**src/rtl/core/ecrt_pkg.sv**
```systemverilog
package ecrt_pkg;

	localparam int unsigned USER_W   = 31;
	localparam int unsigned CODE_W   = 56;
	localparam int unsigned TIME_W   = 32;
	localparam int unsigned WIN_W    = 16;
	localparam int unsigned CODE_LEN = 7;

	localparam logic [WIN_W-1:0] WINDOW_RESET = 16'd30;

	// operation codes
	typedef enum logic [1:0] {
		OP_ADD,
		OP_CHECK,
		OP_SWEEP
	} op_t;

	// request token that walks the cell row
	typedef struct packed {
		logic              valid;
		logic [1:0]        op;
		logic [USER_W-1:0] user;
		logic [CODE_W-1:0] code;
		logic [TIME_W-1:0] now;
		logic              ok;
	} token_t;

	// zero every byte from the first zero byte on
	function automatic logic [CODE_W-1:0] normalise_code(input logic [CODE_W-1:0] c);
		logic [CODE_W-1:0] r;
		logic              ended;
		r     = '0;
		ended = 1'b0;
		for (int i = 0; i < CODE_LEN; i++) begin
			if (c[8*i +: 8] == 8'd0) begin
				ended = 1'b1;
			end
			if (!ended) begin
				r[8*i +: 8] = c[8*i +: 8];
			end
		end
		return r;
	endfunction

endpackage

```
**src/rtl/core/ecrt_cell.sv**
```systemverilog
module ecrt_cell (
	input  logic                          clk,
	input  logic                          arst_n,
	input  logic [ecrt_pkg::WIN_W-1:0]    window,
	input  ecrt_pkg::token_t              tok_i,
	output ecrt_pkg::token_t              tok_o
);

	logic [ecrt_pkg::USER_W-1:0] user_q;
	logic [ecrt_pkg::CODE_W-1:0] code_q;
	logic [ecrt_pkg::TIME_W-1:0] time_q;
	ecrt_pkg::token_t            tok_q;
	ecrt_pkg::token_t            tok_nxt;
	logic [ecrt_pkg::TIME_W-1:0] age;
	logic                        empty;
	logic                        match;
	logic                        fresh;
	logic                        store;
	logic                        clear;

	// slot tests against the passing token
	always_comb begin
		age   = tok_i.now - time_q;
		empty = (user_q == '0);
		fresh = age[ecrt_pkg::TIME_W-1] ||
			(age < {{(ecrt_pkg::TIME_W-ecrt_pkg::WIN_W){1'b0}}, window});
		match = (tok_i.user != '0) && (user_q == tok_i.user) && (code_q == tok_i.code);
	end

	// act on the token and pass it on
	always_comb begin
		tok_nxt = tok_i;
		store   = 1'b0;
		clear   = 1'b0;
		if (tok_i.valid) begin
			unique case (tok_i.op)
				ecrt_pkg::OP_ADD: begin
					if (!tok_i.ok && tok_i.user != '0 && empty) begin
						store       = 1'b1;
						tok_nxt.ok  = 1'b1;
					end
				end
				ecrt_pkg::OP_CHECK: begin
					if (match) begin
						if (fresh) begin
							tok_nxt.ok = 1'b1;
						end else begin
							clear = 1'b1;
						end
					end
				end
				ecrt_pkg::OP_SWEEP: begin
					if (!empty && !fresh) begin
						clear = 1'b1;
					end
				end
				default: begin
				end
			endcase
		end
	end

	// occupancy, cleared at reset
	always_ff @(posedge clk or negedge arst_n) begin
		if (!arst_n) begin
			user_q <= '0;
		end else if (store) begin
			user_q <= tok_i.user;
		end else if (clear) begin
			user_q <= '0;
		end
	end

	// stored code and stamp
	always_ff @(posedge clk) begin
		if (store) begin
			code_q <= tok_i.code;
			time_q <= tok_i.now;
		end
	end

	// token stage toward the next cell
	always_ff @(posedge clk or negedge arst_n) begin
		if (!arst_n) begin
			tok_q <= '0;
		end else begin
			tok_q <= tok_nxt;
		end
	end

	assign tok_o = tok_q;

endmodule

```
**config.mk**
```make
export PLATFORM = sky130hd
export DESIGN_NAME = ecrt_cell
export DESIGN_NICKNAME = d
export VERILOG_FILES = /design/src/rtl/core/ecrt_pkg.sv /design/src/rtl/core/ecrt_cell.sv
export SDC_FILE = /design/constraint.sdc
export NUM_CORES = 1
export LEC_CHECK = 0
export BUFFER_PORTS_ARGS = -buffer_cell sky130_fd_sc_hd__buf_2
export CORE_MARGIN = 2
export CORE_UTILIZATION = 48
export CTS_BUF_LIST = sky130_fd_sc_hd__clkbuf_16
export DETAILED_ROUTE_END_ITERATION = 8
export GPL_ROUTABILITY_DRIVEN = 0
export HOLD_SLACK_MARGIN = 0.08
export PLACE_DENSITY = 0.76
export SKIP_LAST_GASP = 1
export SYNTH_ARGS = -nofsm -noshare
export SYNTH_HDL_FRONTEND = slang
export SYNTH_SLANG_ARGS = --single-unit
```
**constraint.sdc**
```tcl
create_clock -name clk -period 4.05 [get_ports clk]
set_clock_uncertainty 0.1 [all_clocks]
set_input_delay 0.405 -clock clk [delete_from_list [all_inputs] [get_ports clk]]
set_output_delay 0.405 -clock clk [all_outputs]
set_load 0.05 [all_outputs]
```
Word level (Yosys, flattened, before mapping):

Cells that the tools add are included.
Widths: inputs -> output; s select.

* bits in registers: 242
* input bits: 141
* output and inout port bits: 123
* word-level logic and storage cells: 43

* $add $sub $neg: 1
* $lt $le $gt $ge: 1
* eq/ne operators: 4
* multiplexer cells: 15
* reduce and logical (&&, ||, !) cells: 13

Operators by type and width (count)
* $mux 31: 2
* $eq 56x56->1: 1
* $lt 32x16->1: 1
* $sub 32x32->32: 1
* $eq 31x31->1: 1
* $logic_not 31->1: 1
* $reduce_bool 31->1: 1
* $mux 1: 11
* $logic_and 1x1->1: 5
* $pmux 1 s2: 2
* $logic_not 1->1: 3
* $eq 2x1->1 const B: 1
* $eq 2x2->1 const B: 1
* $logic_not 2->1: 1
* $reduce_bool 2->1: 1
* $logic_or 1x1->1: 1

Longest topological paths before layout:

* word-level depth: 10
* mapped depth: 20
* depth with buffers taken out: 19

Worst setup path before layout:

OpenSTA, ideal clock, no wires.

* path type: reg-to-reg
* start point: reg user_q[8] in the netlist's numbering
* end point: reg user_q[21] in the netlist's numbering
* setup time: 0.087 ns
* data arrival time: 4.245 ns
* data required time: 3.863 ns
* setup slack: -0.382 ns
* stages on the path, launching flop included: 9
* path buffers: 1
* period minus slack after synthesis: 4.432 ns
* cells stage by stage: dfrtp_1 > nor4_1 > nand4_1 > nor2_1 > nand4b_1 > nor2_1 > clkbuf_1 > a21oi_1 > a21oi_1

* elaborated cells between the ends (all ways): 16
* classes of those cells: 1 x eq/ne; 8 x mux; 7 x reduce/logical

RTL lines
* start: declaration: RTL line ecrt_cell.sv:9 `logic [ecrt_pkg::USER_W-1:0] user_q;`
* start signal: assignment: RTL line ecrt_cell.sv:68 `user_q <= tok_i.user;`
* $logic_not 31->1 *: RTL line ecrt_cell.sv:24 `empty = (user_q == '0);`
* $logic_and 1x1->1 *: RTL line ecrt_cell.sv:38 `if (!tok_i.ok && tok_i.user != '0 && empty) begin`
* $mux 1 *: RTL line ecrt_cell.sv:38
* $mux 1 *: RTL line ecrt_cell.sv:36 `unique case (tok_i.op)`
* $mux 1 *: RTL line ecrt_cell.sv:35 `if (tok_i.valid) begin`
* via store: RTL line ecrt_cell.sv:18 `logic store;`
* $mux 31 / $reduce_bool 2->1 (equally long branches)

Mark *: on every way through the listed nets, which the timed path passes. The rest lies on a longest branch.
A chain may end at the register's enable or synchronous reset.

Worst setup path after layout:

* start point: reg time_q[1] in the netlist's numbering
* end point: reg user_q[17] in the netlist's numbering

* longest elaborated chain between the ends: 9
* elaborated cells between the ends (all ways): 11
* classes of those cells: 1 x add/sub; 1 x order compare; 5 x mux; 4 x reduce/logical

Ends and longest elaborated chain
* start: declaration: RTL line ecrt_cell.sv:11 `logic [ecrt_pkg::TIME_W-1:0] time_q;`
* start signal: assignment: RTL line ecrt_cell.sv:78 `time_q <= tok_i.now;`
* $sub 32x32->32 *: RTL line ecrt_cell.sv:23 `age = tok_i.now - time_q;`
* $lt 32x16->1: RTL line ecrt_cell.sv:26 `(age < {{(ecrt_pkg::TIME_W-ecrt_pkg::WIN_W){1'b0}}, window});`
* $logic_or 1x1->1 *: RTL line ecrt_cell.sv:25 `fresh = age[ecrt_pkg::TIME_W-1] ||`
* $logic_not 1->1: RTL line ecrt_cell.sv:53 `if (!empty && !fresh) begin`
* $logic_and 1x1->1: RTL line ecrt_cell.sv:53
* $mux 1: RTL line ecrt_cell.sv:53
* $pmux 1 s2 *: RTL line ecrt_cell.sv:36
* $mux 1 *: RTL line ecrt_cell.sv:35
* $reduce_bool 2->1 (no line) *

Mark *: on every way between the ends. The rest lies on a longest branch, timed or not.

==> out/results.ini <==
[sta]
fmax_ghz=0.2423
setup_viol=29
timing.final.crit_period_ps=4126
holdWs_ps=374.5
slew_headroom_pct=39.03
fin_ws_ps=-76.42
worstMarginPinSlew_ps=906.1
slew_viol_final=0
finalCritPeriodShare_pct=101.9
hold_violations=0
rsz0062_at_grt=yes

[logic_synthesis]
async_flop_share_pct=63.64
synthCells=862
syn_nets=1053
synth.yosys.seq_area_share_pct=60.87
yosysWarnings=0
synth-main-ff-cell=dfrtp_1
netlist-cell-type-count=64
syn_area_per_cell_um2=12.38
synth_enable_flop_cells=88
ys_seq_elements=242
syn_area_um2=10670

[layout]
nets=1496
antenna_cells=0
drive_above_1_share_pct=30.94
area_delta_synth_final_pct=38.82
fillerInstances=1518
postLayoutCellArea_um2=14820
mostFrequentLayoutCell=buf_2
mostFrequentLayoutCells=buf_2 (262), dfrtp_1 (154), dlygate4sd3_1 (124)

[die]
rows=54
die_height_um=153.1
die-area_um2=23440
pin_count=264
die_w_um=153.1
start_util_pct=48.90
design.core.area_um2=21820

[power]
ir_drop_mv=0.3373
p_total_mw=6.796
power_density_nw_per_um2=458.7
p_leak_nw=6.644

[place]
dpl-instance-area_um2=12620
dp_hpwl_mm=20.14
dp_slack_ps=-353.1
port_buffers=263

[outcome]
status=complete, but fails checks
violations=setup timing

[run]
cap_violations=0

[route]
ant_nets=0
dr.pass1.iters=5
routed_wl_mm=30.17
vias_per_cell=5.481
drtIter0Drc=629
routedWlPerCell_um=18.84
drc=0
vias=8780

[clock_network]
h-tree-depth=1
path_clk_slew_ps=60
clockBufferDepth=3
clock-sinks=242
cts_made_buffers=24
clock_latency_ps=530
root_buffer=clkbuf_16
tritoncts=done

[critical_path]
worst_setup_path_start_kind=register
cp_num_buf_inv=2
cp_data_arrival_time_ps=4480
critPathMaxFanout=8
cp-end-kind=register
crit_chain=inv_1 > ha_1 > nand2b_1 > a21oi_2 > or3_4 > a21oi_4 > o21ai_2 > xor2_1 > ha_1 > a21o_1 > a21o_1 > a211oi_2 > o221a_2 > and4_1 > nand4_2 > nor4_4 > a31oi_4 > clkbuf_16 > a21oi_2
crit_path_max_incr_delay_ps=420
worstPathRequired_ps=4400
crit_family=compound AO/OA/AOI/OAI gates
slowest_stage=edfxtp_1
criticalPathCategory=reg -> reg

[global_routing]
antenna_found_initial=0
grt_max_degree=84
grt-ovfl-total=0
grt_pass1_wl_mm=48.07
globalRouteTotalUtil_pct=25.43
grt_pass1_vias=9208

[min_path]
min_path_type=in -> async

-- layer usage --
metal / up-vias / global-route usage (%) / wire [um]
li1: 4024 / - / -
met1: 4229 / 30.50 / 11380
met2: 437 / 45.73 / 15420
met3: 90 / 4.338 / 2102
met4: 0 / 9.788 / 1271
met5: - / 0 / 0
-- flip-flops by register name, indices dropped and copies added, names as in the netlist --
| name | cells |
|---|---|
| tok_o | 123 |
| code_q | 56 |
| time_q | 32 |
| user_q | 31 |
-- final cells by class --
| class | count | area [um2] | area share (%) |
|---|---|---|---|
| clock buffer | 24 | 600.6 | 4.054 |
| clock inverter | 19 | 110.1 | 0.7432 |
| inverter | 83 | 311.5 | 2.103 |
| multi-input combinational | 516 | 3920 | 26.46 |
| sequential | 242 | 6496 | 43.85 |
| tap | 280 | 350.3 | 2.365 |
| timing repair buffer | 438 | 3027 | 20.43 |
-- report_power, final --
part           internal (mW)  switching [mW]  total, mW
clock                   1.08           0.930       2.02
sequential              2.81           0.215       3.02
combinational          0.706            1.05       1.76
total                   4.60            2.20       6.80
-- worst paths after layout --
kind | endpoint | depth (start not counted) | slack, ps | startpoint
setup / recovery | user_q[17] | 19 | -80 | time_q[1]
hold / removal | tok_o[115] | 2 | 370 | arst_n
setup reg to reg | user_q[17] | 19 | -80 | time_q[1]
hold reg to reg | user_q[2] | 2 | 470 | user_q[2]
max in group asynchronous | user_q[16] | 3 | 2490 | arst_n
min in group clk | tok_o[65] | 2 | 460 | tok_i[65]
-- what timing repair did --
item                                    CTS  global route
endpoints found under the setup margin   32            32
hold endpoints to repair                292             0
pin swaps                                16             8
resized for setup                        29            12
hold buffers                            124             0
buffers inserted                          3             0
gates cloned                              2             1
-- cells in the mapped netlist, types with 10 or more instances --
library cell | number | share of area [%]
edfxtp_1 | 88 | 25
nand2_1 | 39 | 1.4
ha_1 | 49 | 5.7
a21oi_2 | 16 | 1.3
dfrtp_1 | 154 | 36
o21ai_0 | 20 | 0.94
nand4_1 | 26 | 1.5
xnor2_1 | 36 | 3.0
nor4_1 | 28 | 1.6
a21oi_1 | 86 | 4.0
nor2_1 | 28 | 0.98
a21o_1 | 10 | 0.70
xor2_1 | 50 | 4.1
inv_1 | 83 | 2.9
-- cell families (layout without fill, tap and decap cells) --
kind of cell | Yosys count | after routing | synth area share (%)
buffers and inverters | 104 | 564 | 4.033
multiplexers | 2 | 2 | 0.1876
flip-flops | 242 | 242 | 60.87
XOR/XNOR | 86 | 86 | 7.057
AND/OR/NAND/NOR | 162 | 162 | 8.206
adder cells (fa/ha/maj) | 50 | 50 | 5.932
AO/OA/AOI/OAI | 216 | 216 | 13.72
-- per-stage QoR --
step,TNS (ps),utilization (%),instances
CTS,-505.3,67.60,1601
finish,-766.5,67.89,1602
global route,-8842,67.89,1602
global placement,-7494,57.81,1430
detailed placement,-10120,57.81,1430
floorplan,0,-,862
Power figures use the tool's default switching activity.
